[config.mk]
export PLATFORM = sky130hd
export DESIGN_NAME = ber_tag_length_header_parser
export DESIGN_NICKNAME = d
export VERILOG_FILES = /design/src/design/btlh_pkg.sv /design/src/design/btlh_parser.sv /design/src/design/btlh_out_buf.sv /design/src/design/ber_tag_length_header_parser.sv
export SDC_FILE = /design/constraint.sdc
export NUM_CORES = 1
export LEC_CHECK = 0
export BUFFER_PORTS_ARGS = -buffer_cell sky130_fd_sc_hd__clkbuf_2
export CORE_MARGIN = 1.5
export CORE_UTILIZATION = 53
export DETAILED_ROUTE_END_ITERATION = 7
export PLACE_DENSITY = 0.69
export REMOVE_ABC_BUFFERS = 1
export SKIP_CTS_REPAIR_TIMING = 1
export SLEW_MARGIN = 20
export SYNTH_ARGS = -nofsm -noshare
export SYNTH_HDL_FRONTEND = slang
export SYNTH_SLANG_ARGS = --single-unit
export TNS_END_PERCENT = 30
[constraint.sdc]
create_clock -name clock -period 7.4 [get_ports clock]
set_clock_uncertainty 0.05 [all_clocks]
set_input_delay 0.74 -clock clock [delete_from_list [all_inputs] [get_ports clock]]
set_output_delay 0.74 -clock clock [all_outputs]
set_load 0.02 [all_outputs]
[src/design/btlh_pkg.sv]
// Package for the BER tag/length header parser.
// Holds the shared constants, status codes and the result beat type.
// No dependencies.
package btlh_pkg;

   // Default limits on header size
   localparam int MAX_TAG_OCTETS_DEF    = 4;
   localparam int MAX_LENGTH_OCTETS_DEF = 4;

   // Result field widths
   localparam int STATUS_W      = 2;
   localparam int OCTET_W       = 8;
   localparam int TAG_SIZE_W    = 3;
   localparam int LENGTH_SIZE_W = 3;
   localparam int CONTENT_LEN_W = 32;

   // Octet patterns
   localparam logic [OCTET_W-1:0] OCTET_ZERO      = 8'h00;
   localparam logic [OCTET_W-1:0] OCTET_INDEF     = 8'h80;
   localparam logic [4:0]         TAG_NUM_ESCAPE  = 5'h1F;
   localparam logic [6:0]         LEN_COUNT_MASK  = 7'h7F;

   typedef enum logic [STATUS_W-1:0] {
      STATUS_OK      = 2'd0,
      STATUS_BAD_TAG = 2'd1,
      STATUS_BAD_LEN = 2'd2
   } status_type;

   // One result beat
   typedef struct packed {
      status_type                status;
      logic [OCTET_W-1:0]        first_tag_octet;
      logic [TAG_SIZE_W-1:0]     tag_size;
      logic [LENGTH_SIZE_W-1:0]  length_size;
      logic [CONTENT_LEN_W-1:0]  content_length;
      logic                      indefinite;
   } result_type;

endpackage

[src/design/btlh_parser.sv]
// Header parse state machine: consumes one octet per accepted beat and
// produces at most one result beat in the same cycle.
// Depends on btlh_pkg.
module btlh_parser #(
   parameter int MAX_TAG_OCTETS    = btlh_pkg::MAX_TAG_OCTETS_DEF,
   parameter int MAX_LENGTH_OCTETS = btlh_pkg::MAX_LENGTH_OCTETS_DEF
) (
   input  logic                          clock,
   input  logic                          reset,
   input  logic                          beat_accept,
   input  logic [btlh_pkg::OCTET_W-1:0]  header_byte,
   input  logic                          start_req,
   output logic                          result_valid,
   output btlh_pkg::result_type          result
);
   import btlh_pkg::*;

   localparam int TagCntRaw = $clog2(MAX_TAG_OCTETS + 1);
   localparam int TagCntW   = (TagCntRaw > TAG_SIZE_W) ? TagCntRaw : TAG_SIZE_W;
   localparam int LsizeRaw  = $clog2(MAX_LENGTH_OCTETS + 2);
   localparam int LsizeW    = (LsizeRaw > LENGTH_SIZE_W) ? LsizeRaw : LENGTH_SIZE_W;
   localparam int LeftW     = $clog2(MAX_LENGTH_OCTETS + 1);

   typedef enum logic [3:0] {
      PH_IDLE      = 4'b0001,
      PH_TAG_MORE  = 4'b0010,
      PH_LEN_FIRST = 4'b0100,
      PH_LEN_LONG  = 4'b1000
   } phase_type;

   phase_type                phase_ff, phase_in;
   logic [TagCntW-1:0]       tag_cnt_ff, tag_cnt_in;
   logic [OCTET_W-1:0]       first_octet_ff, first_octet_in;
   logic [LeftW-1:0]         len_left_ff, len_left_in;
   logic [LsizeW-1:0]        len_size_ff, len_size_in;
   logic [CONTENT_LEN_W-1:0] len_acc_ff, len_acc_in;

   logic [6:0]               len_count;

   assign len_count = header_byte[6:0] & LEN_COUNT_MASK;

   // Next state and result for the current octet
   always_comb begin
      phase_in       = phase_ff;
      tag_cnt_in     = tag_cnt_ff;
      first_octet_in = first_octet_ff;
      len_left_in    = len_left_ff;
      len_size_in    = len_size_ff;
      len_acc_in     = len_acc_ff;
      result_valid   = 1'b0;
      result         = '0;
      result.status  = STATUS_OK;
      result.first_tag_octet = first_octet_ff;

      if (beat_accept) begin
         if (start_req) begin
            // First tag octet restarts the header
            first_octet_in = header_byte;
            tag_cnt_in     = TagCntW'(1);
            len_left_in    = '0;
            len_size_in    = LsizeW'(1);
            len_acc_in     = '0;
            if (header_byte == OCTET_ZERO) begin
               result_valid           = 1'b1;
               result.status          = STATUS_BAD_TAG;
               result.first_tag_octet = header_byte;
               phase_in               = PH_IDLE;
            end else if (header_byte[4:0] == TAG_NUM_ESCAPE) begin
               phase_in = PH_TAG_MORE;
            end else begin
               phase_in = PH_LEN_FIRST;
            end
         end else begin
            unique case (phase_ff)
               PH_TAG_MORE: begin
                  // Tag continuation octets
                  if (tag_cnt_ff == TagCntW'(MAX_TAG_OCTETS)) begin
                     result_valid  = 1'b1;
                     result.status = STATUS_BAD_TAG;
                     phase_in      = PH_IDLE;
                  end else begin
                     tag_cnt_in = tag_cnt_ff + TagCntW'(1);
                     if (!header_byte[7]) begin
                        phase_in = PH_LEN_FIRST;
                     end
                  end
               end
               PH_LEN_FIRST: begin
                  result.tag_size = tag_cnt_ff[TAG_SIZE_W-1:0];
                  if (!header_byte[7]) begin
                     // Short form
                     len_size_in           = LsizeW'(1);
                     result_valid          = 1'b1;
                     result.length_size    = LENGTH_SIZE_W'(1);
                     result.content_length = CONTENT_LEN_W'(header_byte);
                     phase_in              = PH_IDLE;
                  end else if (header_byte == OCTET_INDEF) begin
                     // Indefinite form
                     len_size_in           = LsizeW'(1);
                     result_valid          = 1'b1;
                     result.length_size    = LENGTH_SIZE_W'(1);
                     result.content_length = '1;
                     result.indefinite     = 1'b1;
                     phase_in              = PH_IDLE;
                  end else if (len_count > 7'(MAX_LENGTH_OCTETS)) begin
                     result_valid  = 1'b1;
                     result.status = STATUS_BAD_LEN;
                     phase_in      = PH_IDLE;
                  end else begin
                     // Long form: count of big-endian octets follows
                     len_left_in = LeftW'(len_count);
                     len_size_in = LsizeW'(len_count) + LsizeW'(1);
                     len_acc_in  = '0;
                     phase_in    = PH_LEN_LONG;
                  end
               end
               PH_LEN_LONG: begin
                  len_acc_in  = {len_acc_ff[CONTENT_LEN_W-OCTET_W-1:0], header_byte};
                  len_left_in = len_left_ff - LeftW'(1);
                  if (len_left_ff == LeftW'(1)) begin
                     result_valid          = 1'b1;
                     result.tag_size       = tag_cnt_ff[TAG_SIZE_W-1:0];
                     result.length_size    = len_size_ff[LENGTH_SIZE_W-1:0];
                     result.content_length = len_acc_in;
                     phase_in              = PH_IDLE;
                  end
               end
               default: begin
                  // Idle: stray octets are dropped
               end
            endcase
         end
      end
   end

   always_ff @(posedge clock) begin
      if (reset) begin
         phase_ff       <= PH_IDLE;
         tag_cnt_ff     <= '0;
         first_octet_ff <= '0;
         len_left_ff    <= '0;
         len_size_ff    <= LsizeW'(1);
         len_acc_ff     <= '0;
      end else begin
         phase_ff       <= phase_in;
         tag_cnt_ff     <= tag_cnt_in;
         first_octet_ff <= first_octet_in;
         len_left_ff    <= len_left_in;
         len_size_ff    <= len_size_in;
         len_acc_ff     <= len_acc_in;
      end
   end

endmodule

[src/design/btlh_out_buf.sv]
// Two-entry result buffer: an output register plus a skid register, so the
// input side keeps taking beats while a result waits downstream.
// Depends on btlh_pkg.
module btlh_out_buf (
   input  logic                  clock,
   input  logic                  reset,
   input  logic                  push_valid,
   input  btlh_pkg::result_type  push_data,
   output logic                  full,
   output logic                  out_valid,
   input  logic                  out_stall,
   output btlh_pkg::result_type  out_data
);
   import btlh_pkg::*;

   logic       main_valid_ff, main_valid_in;
   logic       skid_valid_ff, skid_valid_in;
   result_type main_ff, main_in;
   result_type skid_ff, skid_in;
   logic       main_free;

   assign main_free = !main_valid_ff || !out_stall;

   // Refill the output register from the skid entry first, keeping order
   always_comb begin
      main_valid_in = main_valid_ff;
      skid_valid_in = skid_valid_ff;
      main_in       = main_ff;
      skid_in       = skid_ff;
      if (main_free) begin
         if (skid_valid_ff) begin
            main_in       = skid_ff;
            main_valid_in = 1'b1;
            skid_in       = push_data;
            skid_valid_in = push_valid;
         end else begin
            main_in       = push_data;
            main_valid_in = push_valid;
         end
      end else if (push_valid) begin
         skid_in       = push_data;
         skid_valid_in = 1'b1;
      end
   end

   always_ff @(posedge clock) begin
      if (reset) begin
         main_valid_ff <= 1'b0;
         skid_valid_ff <= 1'b0;
      end else begin
         main_valid_ff <= main_valid_in;
         skid_valid_ff <= skid_valid_in;
      end
   end

   always_ff @(posedge clock) begin
      main_ff <= main_in;
      skid_ff <= skid_in;
   end

   assign full      = skid_valid_ff;
   assign out_valid = main_valid_ff;
   assign out_data  = main_ff;

endmodule

[src/design/ber_tag_length_header_parser.sv]
// BER tag/length header parser, top level.
// Depends on btlh_pkg, btlh_parser and btlh_out_buf.
//
// Feed the header one octet per beat, with req_start_req set on the first
// tag octet; a start always abandons any header in progress. One beat is
// taken every cycle unless req_stall is high; the parser handles each octet
// combinationally and writes at most one result into a two-entry output
// buffer when an octet completes the header or reveals an error. req_stall
// rises only when both buffer entries hold results that the consumer has
// not taken. Octets that arrive while no header is open are dropped without
// a result.
module ber_tag_length_header_parser #(
   parameter int MAX_TAG_OCTETS    = btlh_pkg::MAX_TAG_OCTETS_DEF,
   parameter int MAX_LENGTH_OCTETS = btlh_pkg::MAX_LENGTH_OCTETS_DEF
) (
   input  logic                                clock,
   input  logic                                reset,
   input  logic                                req_valid,
   output logic                                req_stall,
   input  logic [btlh_pkg::OCTET_W-1:0]        req_header_byte,
   input  logic                                req_start_req,
   output logic                                rsp_valid,
   input  logic                                rsp_stall,
   output logic [btlh_pkg::STATUS_W-1:0]       rsp_status,
   output logic [btlh_pkg::OCTET_W-1:0]        rsp_first_tag_octet,
   output logic [btlh_pkg::TAG_SIZE_W-1:0]     rsp_tag_size,
   output logic [btlh_pkg::LENGTH_SIZE_W-1:0]  rsp_length_size,
   output logic [btlh_pkg::CONTENT_LEN_W-1:0]  rsp_content_length,
   output logic                                rsp_indefinite
);
   import btlh_pkg::*;

   logic       beat_accept;
   logic       buf_full;
   logic       res_valid;
   result_type res_data;
   result_type rsp_data;

   assign req_stall   = buf_full;
   assign beat_accept = req_valid && !buf_full;

   btlh_parser #(
      .MAX_TAG_OCTETS    (MAX_TAG_OCTETS),
      .MAX_LENGTH_OCTETS (MAX_LENGTH_OCTETS)
   ) u_parser (
      .clock        (clock),
      .reset        (reset),
      .beat_accept  (beat_accept),
      .header_byte  (req_header_byte),
      .start_req    (req_start_req),
      .result_valid (res_valid),
      .result       (res_data)
   );

   btlh_out_buf u_out_buf (
      .clock      (clock),
      .reset      (reset),
      .push_valid (res_valid),
      .push_data  (res_data),
      .full       (buf_full),
      .out_valid  (rsp_valid),
      .out_stall  (rsp_stall),
      .out_data   (rsp_data)
   );

   // Unpack the result beat onto the ports
   assign rsp_status          = rsp_data.status;
   assign rsp_first_tag_octet = rsp_data.first_tag_octet;
   assign rsp_tag_size        = rsp_data.tag_size;
   assign rsp_length_size     = rsp_data.length_size;
   assign rsp_content_length  = rsp_data.content_length;
   assign rsp_indefinite      = rsp_data.indefinite;

endmodule

Word level (Yosys, flattened, before mapping)

Cells that the tools add are included.

Register bits after elaboration: 145
Input bits: 13
Output and inout bits: 51
Word-level logic and storage cells: 117

Add/subtract/negate cells: 3
Magnitude comparators: 1
Eq/ne operators: 15
Muxes and demuxes: 61
Reductions and logical operators: 17

Operators by type and width:

| operator                                                       | number |
|---|---|
| two-way mux 49 bit                                             | 5 |
| two-way mux 24 bit                                             | 4 |
| case mux 38 bit (2 select lines)                               | 1 |
| case mux 24 bit (2 select lines)                               | 1 |
| two-way mux 3 bit                                              | 13 |
| two-way mux 39 bit                                             | 1 |
| two-way mux 38 bit                                             | 1 |
| two-way mux 34 bit                                             | 1 |
| two-way mux 33 bit                                             | 1 |
| two-way mux 4 bit                                              | 8 |
| two-way mux 1 bit                                              | 15 |
| case mux 4 bit (3 select lines)                                | 1 |
| two-way mux 9 bit                                              | 1 |
| inequality test 3 bit (second input constant)                  | 3 |
| == test 8 bit (second input constant)                          | 1 |
| zero test 8 bit                                                | 1 |
| two-way mux 2 bit                                              | 4 |
| two-way mux 8 bit                                              | 1 |
| inequality test 4 x 3 -> 1 bit (second input constant)         | 2 |
| greater-than comparator 7 x 3 -> 1 bit (second input constant) | 1 |
| adder 3 x 1 -> 3 bit (second input constant)                   | 2 |
| case mux 3 bit (2 select lines)                                | 1 |
| AND reduction 3 bit                                            | 2 |
| nonzero test 2 bit                                             | 3 |
| 20 further kinds                                               | 23 |

Depth between registers and ports, before layout

Word-level depth: 9
Mapped depth: 8
Gate-level depth less buffers: 6

By module

A second synthesis with hierarchy kept.

Cell total of the unflattened synthesis: 468
Area, all modules: 6,343.6 µm²

By module, submodules not included:

| module                       | times used | cells each | area each (µm²) | seq. area each (µm²) |
|---|---|---|---|---|
| btlh_out_buf                 | 1          | 162        | 3,863.7         | 2,982.9 |
| btlh_parser                  | 1          | 305        | 2,466.1         | 900.9 |
| ber_tag_length_header_parser | 1          | 1          | 13.8            | 0.0 |

Worst setup path before layout

OpenSTA, ideal clock, no wires.

Kind: input -> register
Start point: in req_start_req
End point: reg u_out_buf.skid_ff[0] (netlist bit), enable pin
Setup time: 0.523 ns
Arrival: 5.136 ns
Required time: 6.827 ns
Setup slack: 1.691 ns
Stages on the path: 5
Path buffers: 1
Path through: clkbuf_1 -> or3b_2 -> nor2_1 -> nand4_1 -> o21ai_0

Cells in the longest elaborated chain, start to end: 4

Ends and longest elaborated chain:

| element                       | RTL line                           | source |
|---|---|---|
| start: declaration            | ber_tag_length_header_parser.sv:21 | `input logic req_start_req,` |
| two-way mux 1 bit             | btlh_parser.sv:56                  | `if (start_req) begin` |
| two-way mux 1 bit             | btlh_parser.sv:55                  | `if (beat_accept) begin` |
| nonzero test 2 bit (no line)  | n/a                                |  |
| AND reduction 2 bit (no line) | n/a                                |  |
| end signal: assignment        | btlh_out_buf.sv:58                 | `skid_ff <= skid_in;` |
| end: declaration              | btlh_out_buf.sv:19                 | `result_type skid_ff, skid_in;` |

No other way between the ends.
A chain may end at the register's enable or synchronous reset.

Final worst setup path

Start point: reg u_out_buf.skid_valid_ff (netlist: u_out_buf.full)
End point: reg u_out_buf.skid_ff[19] (netlist bit), enable pin

Cells in the longest elaborated chain, start to end: 5
Elaborated cells on any way between the ends: 6
Classes of those cells: eq/ne (1); mux (1); reduce/logical (4)

Ends and longest elaborated chain:

| element                           | RTL line                           | source |
|---|---|---|
| start: declaration                | btlh_out_buf.sv:17                 | `logic skid_valid_ff, skid_valid_in;` |
| start signal: assignment          | btlh_out_buf.sv:52                 | `skid_valid_ff <= skid_valid_in;` |
| zero test 1 bit                   | ber_tag_length_header_parser.sv:40 | `assign beat_accept = req_valid && !buf_full;` |
| logical AND 1 bit                 | ber_tag_length_header_parser.sv:40 |  |
| two-way mux 1 bit                 | btlh_parser.sv:55                  |  |
| nonzero test 2 bit (no line)      | n/a                                |  |
| AND reduction 2 bit (no line) (*) | n/a                                |  |

Mark *: on every way between the ends. The rest lies on a longest branch, timed or not.

==> flow_summary_export.csv <==
group,metric,value,unit
run_status,status,"finished, violations left",
run_status,violations,"design-rule violations",
route,ant_nets,0,
flow_run,cap_violations,0,
sta,relSlewSlack,28.81,%
worst_setup_path,regToRegSetupSlack,4020,ps
worst_setup_path,cp.arrival,3410,ps
yosys,ys_top_cells_by_area,"edfxtp_1 46%, dfxtp_1 15%, mux2i_1 5.5%",
sta,setup_violations,0,
yosys,synthArstFlopShare,0,%
sta,finalCritPeriodShare,45.68,%
grt,gr-total-overflow,0,
clock_network,clock_sinks,145,
clock_network,cts_buffers,17,
worst_setup_path,r2r_cells,6,
route,highest_layer,"met4",
placed_design,gp_congestion,0.8462,
sta,fin_hold_ws,410.2,ps
power,p_leak,3.021,nW
min_path,whs_path_depth,2,
floorplanning,dieArea,12670,sq um
worst_setup_path,r2r_end,"u_out_buf.skid_ff[19]$_DFFE_PP_",
route,via_per_inst,5.748,
clock_network,clkSlewWorstSetupHoldPaths,60,ps
min_path,min_to,"u_parser.len_acc_ff[21]$_SDFFE_PP0P_",
clock_network,cts_root_buf,"clkbuf_16",
final_layout,fin_nets,617,
worst_setup_path,path_max_fanout,31,
sta,final.min_clock_period,3381,ps
route,wl_met1,5.948,mm
yosys,synthesis.area,6361,sq um
route,dr_wl_met3,634,um
worst_setup_path,crit_chain,"buf_4 > nand3b_1 > nor4_4 > mux2i_1 > o21ai_4 > buf_4",
yosys,synth_cell_type_count,58,
floorplanning,row_count,39,
worst_setup_path,crit_top_cell,"buf_4",
sta,worstMarginPinSlew,1067,ps
yosys,synth_edf_count,98,
placed_design,place_inst,722,
placed_design,numPortBuffers,63,
sta,rsz0062_at_grt,"false",
sta,setup_tns,0,ps
yosys,yosys.area.top_type_share,46.26,%
worst_setup_path,crit_required,7420,ps
route,first_pass_iters,7,
sta,slew_violations,0,
floorplanning,pin_count,64,
yosys,synth_ff_type,"edfxtp_1",
power,ir_worst_vdd,120.0,uV
final_layout,num_antenna_cells,0,
clock_network,clk_path_buf_depth,2,
floorplanning,fp.coreArea,11560,sq um
clock_network,cts_tree,"built",
yosys,ys_seq_area_share,61.05,%
yosys,yosysTopAreaCell,"edfxtp_1",
floorplanning,die_height,112.6,um
yosys,synthCells,546,
grt,grt_antenna_before_repair,0,
yosys,ys_ff_latch,145,
worst_setup_path,slowest_delay,650,ps
worst_setup_path,slowest_stage,"nand3b_1",
worst_setup_path,worstSetupEndpointType,"register",
grt,grt_max_degree,52,
worst_setup_path,startpoint_type,"register",
route,drt_iter0_markers,276,
clock_network,htreeDepth,4,
grt,grt_pass1_vias,4271,
power,p_per_area,234.1,nW/um^2
route,route.met2.wl,5.982,mm
yosys,avgSynthCellArea,11.65,sq um
floorplanning,start_util,55.00,%
clock_network,clk_latency,410,ps
route,wl,12.67,mm
final_layout,fin_area,7333,sq um
sta,report.final.hold_viol_count,0,
route,post_drt_wl_per_cell,16.81,um
min_path,hp-class,"reg2reg",
final_layout,final_cells,754,
yosys,yosys_warnings,0,
worst_setup_path,r2r_start,"u_out_buf.full$_SDFFE_PP0P_",
worst_setup_path,worstSetupPathType,"reg2reg",
placed_design,placed_area,6782,sq um
route,via_count,4334,
min_path,hp-start,"u_parser.len_acc_ff[21]$_SDFFE_PP0P_",
final_layout,synthToLayoutAreaGrowth,15.28,%
route,drc,4,
sta,fmax,0.2958,GHz
final_layout,drive_above_1_share,21.11,%
placed_design,dpl.hpwl,8.014,mm
grt,grtUsageTotal,21.58,%
grt,grt_pass1_wl,21.40,mm
floorplanning,die_w,112.6,um
-- cell usage after synthesis (all sizes together) (6+ instances only) --
cell type / instances
nor2b: 9
a21oi: 45
nand2: 67
edfxtp: 98
dfxtp: 47
nor2: 24
mux2: 12
and2: 11
buf: 13
o21ai: 23
inv: 8
a21o: 30
nand4: 7
nand3: 31
mux2i: 35
ha: 6
clkbuf: 26
-- kinds of logic after synthesis --
logic type,synth area share (%)
muxes,7.632
adders and majority gates,1.180
DFF,61.05
buffers and inverters,3.344
xor gates and xnor gates,0.5508
AOI/OAI and AO/OA,11.84
and+or+nand+nor,14.40
-- worst max path at each step --
| stage | to | depth (start not counted) | from |
|---|---|---|---|
| 6_report | u_out_buf.skid_ff[19]$_DFFE_PP_ | 6 | u_out_buf.full$_SDFFE_PP0P_ |
| 5_1_grt | u_out_buf.out_data[11]$_DFFE_PP_ | 6 | u_out_buf.full$_SDFFE_PP0P_ |
| 4_1_cts | u_out_buf.skid_ff[19]$_DFFE_PP_ | 6 | u_out_buf.full$_SDFFE_PP0P_ |
| 3_5_place_dp | u_out_buf.skid_ff[0]$_DFFE_PP_ | 6 | req_start_req |
| 3_3_place_gp | u_out_buf.out_data[11]$_DFFE_PP_ | 6 | req_start_req |
| 2_1_floorplan | u_out_buf.skid_ff[0]$_DFFE_PP_ | 4 | u_parser.phase_ff[3]$_SDFFE_PP0P_ |
-- power by group --
| part | internal [mW] | switching (mW) |
|---|---|---|
| logic | 0.0239 | 0.0411 |
| clock network | 0.481 | 0.303 |
| registers | 0.862 | 0.00544 |
| total | 1.37 | 0.349 |
-- metrics by stage --
step / power [mW] / util (%) / setup slack (ps)
3_3_place_gp: 0.9479 / 58.64 / 4012
3_5_place_dp: 0.9491 / 58.64 / 3887
2_1_floorplan: 0.9252 / - / 914.6
4_1_cts: 1.730 / 63.41 / 4050
5_1_grt: 1.771 / 63.41 / 3699
6_report: 1.717 / 63.41 / 4019
-- worst max-delay path, delay by kind of cell (launching register included) --
kind                   cells  cell delay (ps)
AND/OR/NAND/NOR            2             1140
multiplexers               1              190
flip-flops                 1              490
AO/OA/AOI/OAI              1              340
buffers and inverters      2              780
-- routing by layer --
layer  track usage (%)  vias to the layer above
met5                 0                        -
met4             6.920                        0
met1             29.46                     2105
met2             34.23                      114
li1                  -                     2108
met3             5.238                        7
-- area by class of cell --
| type | count | area, sq um |
|---|---|---|
| clock buffers | 28 | 526.8 |
| clock inverters | 4 | 25.02 |
| well taps | 143 | 178.9 |
| flip-flops and latches | 145 | 3885 |
| repair buffers | 72 | 382.9 |
| inverters | 8 | 30.03 |
| fillers | 933 | 4232 |
| multi-input cells | 354 | 2305 |
-- registers in the layout (all words and copies together) (netlist names) --
name	flops
u_parser.len_acc_ff	24
u_out_buf.full	1
u_out_buf.out_valid	1
u_parser.phase_ff	4
u_out_buf.out_data	49
u_parser.len_left_ff	3
u_parser.len_size_ff	3
u_parser.first_octet_ff	8
u_out_buf.skid_ff	49
u_parser.tag_cnt_ff	3
-- cell usage in the layout, fill, tap and decap left out, types with 3 or more instances in the layout --
| cell type | n |
|---|---|
| nor2_1 | 24 |
| a21o_1 | 30 |
| nor3_1 | 3 |
| a22o_1 | 3 |
| and2_4 | 6 |
| nand2_1 | 66 |
| a21oi_1 | 45 |
| nand4_1 | 6 |
| and2_1 | 4 |
| nand3_1 | 31 |
| buf_4 | 9 |
| clkbuf_1 | 5 |
| o211ai_1 | 4 |
| clkbuf_8 | 6 |
| o21ai_0 | 22 |
| clkbuf_2 | 63 |
| mux2i_1 | 35 |
| o21a_1 | 3 |
| clkbuf_16 | 17 |
| ha_1 | 6 |
| nor2b_1 | 9 |
| nand2b_1 | 5 |
| and3_1 | 3 |
| inv_1 | 8 |
| mux2_2 | 12 |
| dfxtp_1 | 46 |
| edfxtp_1 | 98 |
(Power assumes the default switching activity.)
